`config.mk`:
```
export PLATFORM = sky130hd
export DESIGN_NAME = weighted_atr_trailing_stop_flat
export DESIGN_NICKNAME = d
export VERILOG_FILES = /design/src/hw/rtl/wats_pkg.sv /design/src/hw/rtl/wats_bar_if.sv /design/src/hw/rtl/wats_res_if.sv /design/src/hw/rtl/wats_cfg_if.sv /design/src/hw/rtl/wats_ring_mem.sv /design/src/hw/rtl/wats_divider.sv /design/src/hw/rtl/wats_trail.sv /design/src/hw/rtl/weighted_atr_trailing_stop.sv /design/src/flat_wrapper.sv
export SDC_FILE = /design/constraint.sdc
export NUM_CORES = 2
export LEC_CHECK = 0
export BUFFER_PORTS_ARGS = -buffer_cell sky130_fd_sc_hd__buf_2
export CAP_MARGIN = 25
export CORE_MARGIN = 5
export CORE_UTILIZATION = 63
export DETAILED_ROUTE_END_ITERATION = 12
export HOLD_SLACK_MARGIN = 0.03
export PLACE_DENSITY = 0.8
export SLEW_MARGIN = 10
export SYNTH_ARGS = -nofsm -noshare
export SYNTH_HDL_FRONTEND = slang
export SYNTH_SLANG_ARGS = --single-unit
```
`constraint.sdc`:
```
create_clock -name clk -period 7.4 [get_ports clk]
set_clock_uncertainty 0.2 [all_clocks]
set_input_delay 1.85 -clock clk [delete_from_list [all_inputs] [get_ports clk]]
set_output_delay 1.85 -clock clk [all_outputs]
set_load 0.03 [all_outputs]
```
`src/hw/rtl/wats_pkg.sv`:
```
// Shared types and constants for the weighted ATR trailing stop block.
`timescale 1ns / 1ps

package wats_pkg;

    localparam int PERIOD_W = 7;
    localparam logic [PERIOD_W-1:0] PERIOD_RESET = 7'd14;

    typedef enum logic [6:0] {
        S_IDLE    = 7'b0000001,
        S_READ    = 7'b0000010,
        S_DIV     = 7'b0000100,
        S_TRAIL_A = 7'b0001000,
        S_TRAIL_B = 7'b0010000,
        S_EMIT    = 7'b0100000,
        S_WRITE   = 7'b1000000
    } state_t;

    typedef struct packed {
        logic step_a;
        logic step_b;
        logic first_bar;
        logic trend_up;
    } trail_ctl_t;

endpackage

```
`src/hw/rtl/wats_bar_if.sv`:
```
// Price bar channel: valid/ready handshake with open, high, low and close.
`timescale 1ns / 1ps

interface wats_bar_if #(
    parameter int PRICE_WIDTH = 32
);
    logic                   valid;
    logic                   ready;
    logic [PRICE_WIDTH-1:0] open_price;
    logic [PRICE_WIDTH-1:0] high_price;
    logic [PRICE_WIDTH-1:0] low_price;
    logic [PRICE_WIDTH-1:0] close_price;

    modport source (output valid, output open_price, output high_price,
                    output low_price, output close_price, input ready);
    modport sink (input valid, input open_price, input high_price,
                  input low_price, input close_price, output ready);
endinterface

```
`src/hw/rtl/wats_res_if.sv`:
```
// Result channel: valid/ready handshake with trend, extreme, stop and range.
`timescale 1ns / 1ps

interface wats_res_if #(
    parameter int PRICE_WIDTH = 32
);
    logic                          valid;
    logic                          ready;
    logic                          trend_up;
    logic [PRICE_WIDTH-1:0]        extreme_price;
    logic signed [PRICE_WIDTH+2:0] stop_level;
    logic [PRICE_WIDTH:0]          weighted_range;

    modport source (output valid, output trend_up, output extreme_price,
                    output stop_level, output weighted_range, input ready);
    modport sink (input valid, input trend_up, input extreme_price,
                  input stop_level, input weighted_range, output ready);
endinterface

```
`src/hw/rtl/wats_cfg_if.sv`:
```
// Configuration write channel carrying the period length.
`timescale 1ns / 1ps

interface wats_cfg_if;
    import wats_pkg::*;

    logic                valid;
    logic                ready;
    logic [PERIOD_W-1:0] data;

    modport source (output valid, output data, input ready);
    modport sink (input valid, input data, output ready);
endinterface

```
`src/hw/rtl/wats_ring_mem.sv`:
```
// Range history memory, one write port and one registered read port.
`timescale 1ns / 1ps

module wats_ring_mem #(
    parameter int DEPTH = 64,
    parameter int WIDTH = 32,
    parameter int AW    = 6
) (
    input  logic             clk,
    input  logic             we,
    input  logic [AW-1:0]    waddr,
    input  logic [WIDTH-1:0] wdata,
    input  logic             re,
    input  logic [AW-1:0]    raddr,
    output logic [WIDTH-1:0] rdata
);
    logic [WIDTH-1:0] mem [DEPTH];
    logic [WIDTH-1:0] rdata_reg;

    always_ff @(posedge clk)
    begin
        if (we)
        begin
            mem[waddr] <= wdata;
        end
    end

    always_ff @(posedge clk)
    begin
        if (re)
        begin
            rdata_reg <= mem[raddr];
        end
    end

    assign rdata = rdata_reg;
endmodule

```
`src/hw/rtl/wats_divider.sv`:
```
// Restoring divider, one quotient bit per cycle.
`timescale 1ns / 1ps

module wats_divider #(
    parameter int QW = 33,
    parameter int DW = 13
) (
    input  logic             clk,
    input  logic             rst_n,
    input  logic             start,
    input  logic [QW+DW-1:0] dividend,
    input  logic [DW-1:0]    divisor,
    output logic             done,
    output logic [QW-1:0]    quotient
);
    localparam int CNTW = $clog2(QW + 1);

    logic [DW-1:0]   rem_reg, rem_next;
    logic [QW-1:0]   quo_reg, quo_next;
    logic [CNTW-1:0] cnt_reg, cnt_next;
    logic            done_reg, done_next;
    logic [DW:0]     shifted;
    logic [DW:0]     diff;
    logic            fits;

    // dividend >> QW is below the divisor, so QW steps give the full quotient
    assign shifted = {rem_reg, quo_reg[QW-1]};
    assign diff    = shifted - {1'b0, divisor};
    assign fits    = shifted >= {1'b0, divisor};

    always_comb
    begin
        rem_next  = rem_reg;
        quo_next  = quo_reg;
        cnt_next  = cnt_reg;
        done_next = 1'b0;
        if (start)
        begin
            rem_next = dividend[QW+DW-1:QW];
            quo_next = dividend[QW-1:0];
            cnt_next = CNTW'(QW);
        end
        else if (cnt_reg != '0)
        begin
            rem_next  = fits ? diff[DW-1:0] : shifted[DW-1:0];
            quo_next  = {quo_reg[QW-2:0], fits};
            cnt_next  = cnt_reg - 1'b1;
            done_next = (cnt_reg == CNTW'(1));
        end
    end

    always_ff @(posedge clk or negedge rst_n)
    begin
        if (!rst_n)
        begin
            cnt_reg  <= '0;
            done_reg <= 1'b0;
        end
        else
        begin
            cnt_reg  <= cnt_next;
            done_reg <= done_next;
        end
    end

    always_ff @(posedge clk)
    begin
        rem_reg <= rem_next;
        quo_reg <= quo_next;
    end

    assign done     = done_reg;
    assign quotient = quo_reg;
endmodule

```
`src/hw/rtl/wats_trail.sv`:
```
// Trailing stop update in two registered steps: extreme/stop, then flip check.
`timescale 1ns / 1ps

module wats_trail #(
    parameter int PW = 32
) (
    input  logic                        clk,
    input  wats_pkg::trail_ctl_t        ctl,
    input  logic [PW-1:0]               extreme,
    input  logic [PW-1:0]               open_p,
    input  logic [PW-1:0]               close_p,
    input  logic [PW:0]                 wrange,
    output logic                        up,
    output logic [PW-1:0]               price,
    output logic signed [PW+2:0]        stop
);
    import wats_pkg::*;

    localparam int SIW = PW + 3;

    logic signed [SIW-1:0] sc, so, wr, ext;
    logic signed [SIW-1:0] a_price_reg, a_price_next;
    logic signed [SIW-1:0] a_stop_reg, a_stop_next;
    logic                  a_up_reg, a_up_next;
    logic                  a_first_reg;
    logic signed [SIW-1:0] b_price_reg, b_price_next;
    logic signed [SIW-1:0] b_stop_reg, b_stop_next;
    logic                  b_up_reg, b_up_next;

    assign sc  = signed'({3'b000, close_p});
    assign so  = signed'({3'b000, open_p});
    assign ext = signed'({3'b000, extreme});
    assign wr  = signed'({2'b00, wrange});

    always_comb
    begin
        if (ctl.first_bar)
        begin
            a_price_next = sc;
            a_up_next    = (close_p >= open_p);
            a_stop_next  = a_up_next ? sc - wr : sc + wr;
        end
        else if (ctl.trend_up)
        begin
            a_price_next = (sc > ext) ? sc : ext;
            a_up_next    = 1'b1;
            a_stop_next  = a_price_next - wr;
        end
        else
        begin
            a_price_next = (sc < ext) ? sc : ext;
            a_up_next    = 1'b0;
            a_stop_next  = a_price_next + wr;
        end
    end

    always_comb
    begin
        b_price_next = a_price_reg;
        b_stop_next  = a_stop_reg;
        b_up_next    = a_up_reg;
        if (!a_first_reg)
        begin
            if (a_up_reg)
            begin
                if ((so < a_stop_reg || sc <= so) && sc < a_stop_reg)
                begin
                    b_price_next = sc;
                    b_stop_next  = sc + wr;
                    b_up_next    = 1'b0;
                end
            end
            else
            begin
                if ((so > a_stop_reg || sc >= so) && sc > a_stop_reg)
                begin
                    b_price_next = sc;
                    b_stop_next  = sc - wr;
                    b_up_next    = 1'b1;
                end
            end
        end
    end

    always_ff @(posedge clk)
    begin
        if (ctl.step_a)
        begin
            a_price_reg <= a_price_next;
            a_stop_reg  <= a_stop_next;
            a_up_reg    <= a_up_next;
            a_first_reg <= ctl.first_bar;
        end
        if (ctl.step_b)
        begin
            b_price_reg <= b_price_next;
            b_stop_reg  <= b_stop_next;
            b_up_reg    <= b_up_next;
        end
    end

    assign up    = b_up_reg;
    assign price = b_price_reg[PW-1:0];
    assign stop  = b_stop_reg;
endmodule

```
`src/hw/rtl/weighted_atr_trailing_stop.sv`:
```
// Top level: weighted ATR trailing stop with range history memory.
// One bar at a time. A bar that yields a result goes through N reads of the range memory and
// PRICE_WIDTH + 1 divider steps, then the trail update; the next bar is taken only once the
// result has entered the output register, so an output stall holds the block.
// Warm-up bars yield no result and only update the range history. A finished result waits in an output register.
// Reset (rst_n low, async) clears control, trend, extreme, history count; period = 14.
`timescale 1ns / 1ps

module weighted_atr_trailing_stop #(
    parameter int MAX_PERIOD  = 64,
    parameter int PRICE_WIDTH = 32
) (
    input  logic       clk,
    input  logic       rst_n,
    wats_bar_if.sink   bar,
    wats_res_if.source result,
    wats_cfg_if.sink   cfg
);
    import wats_pkg::*;

    localparam int PW   = PRICE_WIDTH;
    localparam int QW   = PW + 1;
    localparam int AW   = (MAX_PERIOD > 1) ? $clog2(MAX_PERIOD) : 1;
    localparam int NW   = $clog2(MAX_PERIOD + 1);
    localparam int SEW  = $clog2(MAX_PERIOD + 2);
    localparam int WW   = $clog2(2 * MAX_PERIOD);
    localparam int DW   = $clog2(MAX_PERIOD * MAX_PERIOD + 1);
    localparam int SW   = QW + DW;
    localparam int PRW  = PW + WW;
    localparam logic [AW-1:0]  LAST_SLOT = AW'(MAX_PERIOD - 1);
    localparam logic [SEW-1:0] SEEN_MAX  = SEW'(MAX_PERIOD + 1);

    state_t state_reg, state_next;

    logic [PERIOD_W-1:0] period_reg;
    logic [AW-1:0]       head_reg;
    logic [SEW-1:0]      seen_reg;
    logic                trend_reg;
    logic [PW-1:0]       extreme_reg;

    logic [PW-1:0]       open_reg, close_reg, range_reg;
    logic                first_reg;
    logic [NW-1:0]       n_eff;
    logic [DW-1:0]       n_sq_reg;
    logic [2*NW-1:0]     n_sq_full;
    logic [NW-1:0]       left_reg;
    logic [AW-1:0]       ptr_reg;
    logic [WW-1:0]       weight_reg;
    logic [WW-1:0]       weight_d_reg;
    logic [WW:0]         weight_init;
    logic                rd_v_reg;
    logic                prod_v_reg;
    logic [PRW-1:0]      prod_reg;
    logic [SW-1:0]       acc_reg;

    logic                res_valid_reg;
    logic                res_up_reg;
    logic [PW-1:0]       res_ext_reg;
    logic signed [PW+2:0] res_stop_reg;
    logic [QW-1:0]       res_wr_reg;

    logic                bar_take;
    logic                issue;
    logic                read_done;
    logic                emit_load;
    logic [PW-1:0]       bar_range;
    logic [PW-1:0]       mem_rdata;
    logic                div_done;
    logic [QW-1:0]       wr_value;
    trail_ctl_t          trail_ctl;
    logic                tr_up;
    logic [PW-1:0]       tr_price;
    logic signed [PW+2:0] tr_stop;

    function automatic logic [AW-1:0] slot_dec(input logic [AW-1:0] s);
        return (s == '0) ? LAST_SLOT : s - 1'b1;
    endfunction

    always_comb
    begin
        if (period_reg == '0)
        begin
            n_eff = NW'(1);
        end
        else if (int'(period_reg) > MAX_PERIOD)
        begin
            n_eff = NW'(MAX_PERIOD);
        end
        else
        begin
            n_eff = NW'(period_reg);
        end
    end

    assign n_sq_full   = {{NW{1'b0}}, n_eff} * {{NW{1'b0}}, n_eff};
    assign weight_init = ((WW+1)'(n_eff) << 1) - (WW+1)'(1);
    assign bar_range   = (bar.high_price >= bar.low_price) ?
                         bar.high_price - bar.low_price : bar.low_price - bar.high_price;

    assign bar.ready  = (state_reg == S_IDLE);
    assign bar_take   = bar.valid && bar.ready;
    assign cfg.ready  = 1'b1;

    assign issue     = (state_reg == S_READ) && (left_reg != '0);
    assign read_done = (state_reg == S_READ) && (left_reg == '0) && !rd_v_reg && !prod_v_reg;
    assign emit_load = (state_reg == S_EMIT) && (!res_valid_reg || result.ready);

    always_comb
    begin
        state_next = state_reg;
        case (state_reg)
            S_IDLE:
            begin
                if (bar_take)
                begin
                    state_next = (int'(seen_reg) >= int'(n_eff)) ? S_READ : S_WRITE;
                end
            end
            S_READ:
            begin
                if (read_done)
                begin
                    state_next = S_DIV;
                end
            end
            S_DIV:
            begin
                if (div_done)
                begin
                    state_next = S_TRAIL_A;
                end
            end
            S_TRAIL_A: state_next = S_TRAIL_B;
            S_TRAIL_B: state_next = S_EMIT;
            S_EMIT:
            begin
                if (emit_load)
                begin
                    state_next = S_WRITE;
                end
            end
            S_WRITE: state_next = S_IDLE;
            default: state_next = S_IDLE;
        endcase
    end

    always_ff @(posedge clk or negedge rst_n)
    begin
        if (!rst_n)
        begin
            state_reg     <= S_IDLE;
            period_reg    <= PERIOD_RESET;
            head_reg      <= '0;
            seen_reg      <= '0;
            trend_reg     <= 1'b0;
            extreme_reg   <= '0;
            res_valid_reg <= 1'b0;
            rd_v_reg      <= 1'b0;
            prod_v_reg    <= 1'b0;
            left_reg      <= '0;
        end
        else
        begin
            state_reg  <= state_next;
            rd_v_reg   <= issue;
            prod_v_reg <= rd_v_reg;
            if (cfg.valid && cfg.ready)
            begin
                period_reg <= cfg.data;
            end
            if (bar_take)
            begin
                left_reg <= n_eff;
            end
            else if (issue)
            begin
                left_reg <= left_reg - 1'b1;
            end
            if (emit_load)
            begin
                res_valid_reg <= 1'b1;
                trend_reg     <= tr_up;
                extreme_reg   <= tr_price;
            end
            else if (result.ready)
            begin
                res_valid_reg <= 1'b0;
            end
            if (state_reg == S_WRITE)
            begin
                head_reg <= (head_reg == LAST_SLOT) ? '0 : head_reg + 1'b1;
                if (seen_reg != SEEN_MAX)
                begin
                    seen_reg <= seen_reg + 1'b1;
                end
            end
        end
    end

    always_ff @(posedge clk)
    begin
        if (bar_take)
        begin
            open_reg   <= bar.open_price;
            close_reg  <= bar.close_price;
            range_reg  <= bar_range;
            first_reg  <= (int'(seen_reg) == int'(n_eff));
            n_sq_reg   <= n_sq_full[DW-1:0];
            ptr_reg    <= slot_dec(head_reg);
            weight_reg <= weight_init[WW-1:0];
            acc_reg    <= '0;
        end
        else
        begin
            if (issue)
            begin
                ptr_reg    <= slot_dec(ptr_reg);
                weight_reg <= weight_reg - 1'b1;
            end
            if (prod_v_reg)
            begin
                acc_reg <= acc_reg + SW'(prod_reg);
            end
        end
        weight_d_reg <= weight_reg;
        if (rd_v_reg)
        begin
            prod_reg <= mem_rdata * weight_d_reg;
        end
        if (emit_load)
        begin
            res_up_reg   <= tr_up;
            res_ext_reg  <= tr_price;
            res_stop_reg <= tr_stop;
            res_wr_reg   <= wr_value;
        end
    end

    wats_ring_mem #(
        .DEPTH (MAX_PERIOD),
        .WIDTH (PW),
        .AW    (AW)
    ) u_ring (
        .clk   (clk),
        .we    (state_reg == S_WRITE),
        .waddr (head_reg),
        .wdata (range_reg),
        .re    (issue),
        .raddr (ptr_reg),
        .rdata (mem_rdata)
    );

    wats_divider #(
        .QW (QW),
        .DW (DW)
    ) u_div (
        .clk      (clk),
        .rst_n    (rst_n),
        .start    (read_done),
        .dividend (acc_reg),
        .divisor  (n_sq_reg),
        .done     (div_done),
        .quotient (wr_value)
    );

    assign trail_ctl.step_a    = (state_reg == S_TRAIL_A);
    assign trail_ctl.step_b    = (state_reg == S_TRAIL_B);
    assign trail_ctl.first_bar = first_reg;
    assign trail_ctl.trend_up  = trend_reg;

    wats_trail #(
        .PW (PW)
    ) u_trail (
        .clk     (clk),
        .ctl     (trail_ctl),
        .extreme (extreme_reg),
        .open_p  (open_reg),
        .close_p (close_reg),
        .wrange  (wr_value),
        .up      (tr_up),
        .price   (tr_price),
        .stop    (tr_stop)
    );

    assign result.valid          = res_valid_reg;
    assign result.trend_up       = res_up_reg;
    assign result.extreme_price  = res_ext_reg;
    assign result.stop_level     = res_stop_reg;
    assign result.weighted_range = res_wr_reg;
endmodule

```
`src/flat_wrapper.sv`:
```
// flat-port wrapper written by rule: the top's interface ports become plain ports
module weighted_atr_trailing_stop_flat import wats_pkg::*;
#(
    parameter int MAX_PERIOD  = 64,
    parameter int PRICE_WIDTH = 32
)
  (clk, rst_n, bar_valid, bar_open_price, bar_high_price, bar_low_price, bar_close_price, bar_ready, result_valid, result_trend_up, result_extreme_price, result_stop_level, result_weighted_range, result_ready, cfg_valid, cfg_data, cfg_ready);
  wats_bar_if #(.PRICE_WIDTH(PRICE_WIDTH)) bar_i ();
  wats_res_if #(.PRICE_WIDTH(PRICE_WIDTH)) result_i ();
  wats_cfg_if cfg_i ();
  input  logic clk;
  input  logic rst_n;
  input wire logic [$bits(bar_i.valid)-1:0] bar_valid;
  input wire logic [$bits(bar_i.open_price)-1:0] bar_open_price;
  input wire logic [$bits(bar_i.high_price)-1:0] bar_high_price;
  input wire logic [$bits(bar_i.low_price)-1:0] bar_low_price;
  input wire logic [$bits(bar_i.close_price)-1:0] bar_close_price;
  output wire logic [$bits(bar_i.ready)-1:0] bar_ready;
  output wire logic [$bits(result_i.valid)-1:0] result_valid;
  output wire logic [$bits(result_i.trend_up)-1:0] result_trend_up;
  output wire logic [$bits(result_i.extreme_price)-1:0] result_extreme_price;
  output wire logic [$bits(result_i.stop_level)-1:0] result_stop_level;
  output wire logic [$bits(result_i.weighted_range)-1:0] result_weighted_range;
  input wire logic [$bits(result_i.ready)-1:0] result_ready;
  input wire logic [$bits(cfg_i.valid)-1:0] cfg_valid;
  input wire logic [$bits(cfg_i.data)-1:0] cfg_data;
  output wire logic [$bits(cfg_i.ready)-1:0] cfg_ready;
  assign bar_i.valid = bar_valid;
  assign bar_i.open_price = bar_open_price;
  assign bar_i.high_price = bar_high_price;
  assign bar_i.low_price = bar_low_price;
  assign bar_i.close_price = bar_close_price;
  assign bar_ready = bar_i.ready;
  assign result_valid = result_i.valid;
  assign result_trend_up = result_i.trend_up;
  assign result_extreme_price = result_i.extreme_price;
  assign result_stop_level = result_i.stop_level;
  assign result_weighted_range = result_i.weighted_range;
  assign result_i.ready = result_ready;
  assign cfg_i.valid = cfg_valid;
  assign cfg_i.data = cfg_data;
  assign cfg_ready = cfg_i.ready;
  weighted_atr_trailing_stop #(.MAX_PERIOD(MAX_PERIOD), .PRICE_WIDTH(PRICE_WIDTH)) u_core (.clk(clk), .rst_n(rst_n), .bar(bar_i), .result(result_i), .cfg(cfg_i));
endmodule
```
# Word-level counts from Yosys, hierarchy flattened
# Memories as Yosys holds them, arrays and structs flattened. A register that Yosys moved wholly into a read port is not among the register bits.
# Cells that the tools add are included.
[classes]
n_addsub = 16
mul = 2
n_lt_le_gt_ge = 13
eq_ne = 15
n_mux = 52
n_reduce_logical = 25
[op_table]
columns = ["op", "n"]
rows = [
  ["2-to-1 mux 32 bit", 9],
  ["2-to-1 mux 35 bit", 7],
  [">= comparator 32 bit", 3],
  ["2-to-1 mux 7 bit", 11],
  ["greater-than comparator 33 x 35 -> 1 bit", 2],
  ["less-than comparator 33 x 35 -> 1 bit", 2],
  ["adder 32 x 33 -> 34 bit", 2],
  ["subtractor 32 x 33 -> 34 bit", 2],
  ["2-to-1 mux 33 bit", 2],
  ["subtractor 32 bit", 2],
  ["adder 46 x 39 -> 46 bit", 1],
  ["2-to-1 mux 6 bit", 7],
  ["case mux 7 bit (6 select lines)", 1],
  ["multiplier 32 x 7 -> 39 bit", 1],
  ["2-to-1 mux 13 bit", 3],
  ["greater-than comparator 32 bit", 1],
  ["<= comparator 32 bit", 1],
  ["less-than comparator 32 bit", 1],
  ["subtractor 7 x 1 -> 7 bit, second input constant", 3],
  ["subtractor 6 x 1 -> 6 bit, second input constant", 3],
  [">= comparator 14 x 13 -> 1 bit", 1],
  ["zero test 7 bit", 2],
  ["multiplier 7 x 7 -> 13 bit", 1],
  ["subtractor 13 bit", 1],
  ["27 further kinds", 54],
]
[word_totals]
ff_bits = 576
ramBits = 2048
output_inout_bits = 104
wordCells = 159
mem_count = 1
[memory_table]
columns = ["memory", "words", "width", "read_ports", "rd_clocked_by_memory_dff", "write_ports", "line_no", "rtl"]
rows = [
  ["u_core.u_ring.mem", 64, 32, 1, 1, 1, "wats_ring_mem.sv:17", "logic [WIDTH-1:0] mem [DEPTH];"],
]

# Logic depth before layout (Yosys ltp)
[depth]
ltp_word = 7
mapped_depth = 28

# Modules after synthesis
# Synthesis repeated with hierarchy kept, for this count alone.
[unflattened]
cells_unflattened = 8270
hier_area_um2 = 126151.0
[modules_own_cells]
columns = ["module", "n_inst", "cells_each", "area_per_inst_um2", "seq_area_each_um2"]
rows = [
  ["wats_ring_mem", 1, 3324, 78835.6, 62459.9],
  ["weighted_atr_trailing_stop", 1, 2621, 26827.0, 10685.2],
  ["wats_trail", 1, 2054, 17292.8, 4113.9],
  ["wats_divider", 1, 271, 3195.6, 1556.5],
]

# Worst setup path after synthesis
# OpenSTA, ideal clock, no wires.
[synth_path]
path_type = "reg2reg"
startpoint = "register u_core.state_reg[2]"
endpoint = "register u_core.state_reg[0]"
setup_time_ns = 0.080
arrival_time_ns = 6.331
t_required_ns = 7.120
path_slack_ns = 0.789
path_stages_with_launch = 6
period_less_slack_ns = 6.611
cell_sequence = "dfrtp_1 -> nor3_1 -> nand2_1 -> nor3b_1 -> nor3_1 -> a31o_2"
[synth_via]
elab_chain_len = 6
elab_cells_between_ends = 17
classes_between = "10 x eq/ne; 1 x mux; 6 x reduce/logical"
[synth_rtl]
columns = ["element", "line_no", "rtl"]
rows = [
  ["from (decl)", "weighted_atr_trailing_stop.sv:33", "state_t state_reg, state_next;"],
  ["from (signal assigned)", "weighted_atr_trailing_stop.sv:164", "state_reg <= state_next;"],
  ["equality test 7 x 2 -> 1 bit", "weighted_atr_trailing_stop.sv:105, weighted_atr_trailing_stop.sv:111", ""],
  ["logical AND 1 bit (3 in series)", "weighted_atr_trailing_stop.sv:105", "assign read_done = (state_reg == S_READ) && (left_reg == '0) && !rd_v_reg && !prod_v_reg;"],
  ["inequality test 2 x 1 -> 1 bit (no source line)", "-", ""],
  ["AND reduction 4 bit (no source line)", "-", ""],
]
# Parallel ways exist; a longest one is shown, timed or not.
# A chain may end at the register's enable or synchronous reset.

# Final worst setup path
[layout_path]
startpoint = "register u_core.weight_d_reg[1]"
endpoint = "register u_core.prod_reg[32], data pin"
[layout_via]
elab_chain_len = 1
[layout_rtl]
columns = ["element", "line_no", "rtl"]
rows = [
  ["from (decl)", "weighted_atr_trailing_stop.sv:49", "logic [WW-1:0] weight_d_reg;"],
  ["from (signal assigned)", "weighted_atr_trailing_stop.sv:225", "weight_d_reg <= weight_reg;"],
  ["multiplier 32 x 7 -> 39 bit", "weighted_atr_trailing_stop.sv:228", "prod_reg <= mem_rdata * weight_d_reg;"],
  ["to (signal assigned)", "weighted_atr_trailing_stop.sv:228", ""],
  ["to (decl)", "weighted_atr_trailing_stop.sv:53", "logic [PRW-1:0] prod_reg;"],
]
# Every way passes these cells.

==> results.md <==
- Final hold viol count: 0
- Cts hold-fix bufs: 0
- Fin nets: about 9000
- Post-place setup slack: 0.827 ns
- Final setup fails: 0
- Minimum clock period after layout: 6.84 ns
- Slowest stage cell, crit path: dfxtp_1
- Post-Synthesis Cells: 7848
- RSZ-0062 raised after global routing: no
- Crit end category: flip-flop
- Largest net degree at the start of global routing: about 170
- Largest cells by area after synthesis: edfxtp_1 (61%), mux4_2 (12%), ha_1 (4.7%)
- Critical-path cell list: buf_4, nand2_1, fa_1, fa_1, inv_1, fa_1, inv_1, fa_1, inv_1, ha_1, nand2_1, nor2_1, a22oi_1, o211a_1, a31oi_1, o21ai_0, and2_1, o21ai_0, a21o_1, a21oi_1, xnor2_1
- Yosys top cell area share: 0.608
- Final core occ: 0.706
- Core area: 197000 sq um
- Worst Tran Pin Value: about 1.1 ns
- CP Launch Point: u_core.weight_d_reg[1]$_DFF_P_
- Worst Setup EP: u_core.prod_reg[32]$_DFFE_PP_
- Routed length per instance: about 34 um
- Pwr Density: roughly 410 nW/um^2
- HPWL after DPL: about 220000 um
- Die Y: 455 um
- R2r endpoint: u_core.prod_reg[32]$_DFFE_PP_
- Die width: 455 um
- Initial DRC count: roughly 11000
- Worst R2R Start: u_core.weight_d_reg[1]$_DFF_P_
- Lkg Pwr: 49.9 nW
- Status: complete, no violations
- Most frequent cell on the critical path: fa_1
- Worst Path Max Fanout: 17
- Synthesized area per cell: ~16 sq um
- Multi-input logic area: between 40000 and 50000 sq um
- WS Path Type: reg -> reg
- Distinct cells, synth: 102
- Synth async-reset ratio: 0.0290
- Max-cap violations: 0
- Clock buffer count from CTS: between 200 and 300
- Most numerous cell in the Yosys netlist: edfxtp_1
- Full die area: just over 200000 sq um
- Normalized max-slew margin: 0.242
- Setup TNS: 0 ns
- Number of flops mapped to enable cells by yosys: 2525
- Worst VDD drop: 408 uV
- Setup bufs post-CTS: 0
- Initial antenna violation count: 44
- Yosys reg bits: ~2700
- Sequential-to-total area share from yosys stat: 0.632
- Overall Global Routing Usage: 0.365
- Final Max Slew Viols: 0
- Synth Cell Area: 125000 sq um
- Path depth of the worst reg2reg path: 21
- Layout fillers: between 10000 and 15000
- Via count: ~77000
- Hold crit path type: reg -> reg
- Worst Path Arrival: slightly above 7 ns
- Fin crit share: 0.924
- Layout cell share with drive strength beyond 1: 0.202
- Rows: around 160
- Initial Util: 0.633
- Post-synth top flop: edfxtp_1
- Commonest cells in the netlist: edfxtp_1 (2525), mux4_2 (672), inv_1 (528)
- Syn. warnings: 0
- I/O Pins: ~240
- Sink Count: around 2700
- H-Tree Depth: 5
- Fmax: about 150 MHz
- Vias per inst: around 7.0
- Post-CTS resize count: 0
- DR pass1 iterations: 8
- Clock buffer depth: 4
- Skew-Pair Late Insertion Delay: between 0.9 and 1 ns
- Routed WL: approximately 380000 um
- Worst EP required: 7.80 ns
- Global-route wire length before repair: 540000 um
- Max reg flops: around 2000
- Seq. cell area: between 70000 and 80000 sq um
- Final Wtd Congestion: 0.943
- Crit-path max cell delay: approximately 0.78 ns
- Vias in the first global route: 77600
- Total global routing overflow: 0
- Clock transition at path regs: 0.06 ns
- CP startpoint kind: flip-flop
- Antenna-violating nets left: 0
- Root buffer cell: clkbuf_16
- Post-synth top area cell: edfxtp_1
- Setup WS post-layout: approximately 0.56 ns
- DRC violations left: 0
- Area grow syn2layout: 11.5%
- FF-to-FF setup slack: roughly 0.56 ns
- IO buf count: 242
- CTS tree: yes
## layout by cell type (no fill, tap or decap), types with 31 or more instances in the layout
cell	n
nor2_1	294
nor2_4	65
nand2b_1	40
mux2_2	74
clkinv_2	35
nor2b_1	45
o21bai_1	47
and3_1	31
o21ai_0	273
clkbuf_1	60
a21oi_1	378
buf_2	241
a21o_1	146
xnor2_1	161
buf_4	179
fa_1	171
nor3_1	53
nand4_1	57
ha_1	472
mux4_2	672
nand2_1	507
edfxtp_1	2525
dfrtp_1	71
a211oi_1	55
a31oi_1	33
clkbuf_16	291
mux2i_1	65
xor2_1	90
and2_1	150
inv_1	526
nand3_1	72
clkinv_1	52
dfxtp_1	53
## cells by family after synthesis
family	count (synthesis)	synth area share
multiplexers	811	0.133
AO/OA/AOI/OAI	1207	0.0618
XOR/XNOR	252	0.0178
other	2	0.0000602
flip-flops	2655	0.632
buffers and inverters	864	0.0269
AND/OR/NAND/NOR	1414	0.0532
adder cells (fa/ha/maj)	643	0.0748
## where the power goes
group / total [W] / switching [W] / leakage, nW / internal (W)
combinational: 0.0231 / 0.0141 / 21.3 / 0.00897
sequential: 0.0192 / 0.000705 / 24.2 / 0.0185
clock: 0.0142 / 0.00607 / 4.34 / 0.00818
## stage by stage
stage               std cells  cell area, sq um  power [W]  hold WS, ns
floorplan                7854            125000     0.0347        0.169
global placement        10600            130000     0.0408        0.190
detailed placement      10600            130000     0.0414        0.195
CTS                     11100            139000     0.0560        0.209
global route            11100            139000     0.0590        0.222
finish                  11100            139000     0.0565        0.208
## layout make-up
cell class                 count  share of cell area
tap                         2640              0.0238
inverter                     533              0.0144
multi-input combinational   4335               0.310
clock inverter               128             0.00953
clock buffer                 356              0.0545
antenna                       24            0.000432
sequential                  2655               0.567
timing repair buffer         435              0.0204
## worst min path at each step
stage                                 startpoint                                      to  cells after the start
6_report          u_core.weight_reg[6]$_DFFE_PP_          u_core.weight_d_reg[6]$_DFF_P_                      0
5_1_grt        u_core.u_trail.stop[10]$_DFFE_PN_  u_core.result.stop_level[10]$_DFFE_PP_                      0
4_1_cts           u_core.weight_reg[6]$_DFFE_PP_          u_core.weight_d_reg[6]$_DFF_P_                      0
3_5_place_dp      u_core.weight_reg[6]$_DFFE_PP_          u_core.weight_d_reg[6]$_DFF_P_                      0
3_3_place_gp      u_core.weight_reg[6]$_DFFE_PP_          u_core.weight_d_reg[6]$_DFF_P_                      0
2_1_floorplan     u_core.weight_reg[6]$_DFFE_PP_          u_core.weight_d_reg[6]$_DFF_P_                      0
## per-layer routing
metal / routed length, um / share of wire / track usage
met5: 222 / 0.00058 / 0
met4: 30100 / 0.079 / 0.236
met3: 42000 / 0.11 / 0.0834
met2: 186000 / 0.49 / 0.600
met1: 123000 / 0.32 / 0.438
## critical path: cells and delay by family, from the launching register on
| kind | cells | cell delay, ns |
|---|---|---|
| AO/OA/AOI/OAI | 7 | 1.59 |
| flip-flops | 1 | 0.78 |
| AND/OR/NAND/NOR | 4 | 0.82 |
| adder cells (fa/ha/maj) | 5 | 2.46 |
| XOR/XNOR | 1 | 0.14 |
| buffers and inverters | 4 | 0.53 |
Note: power is estimated with default switching activity, not from simulation.
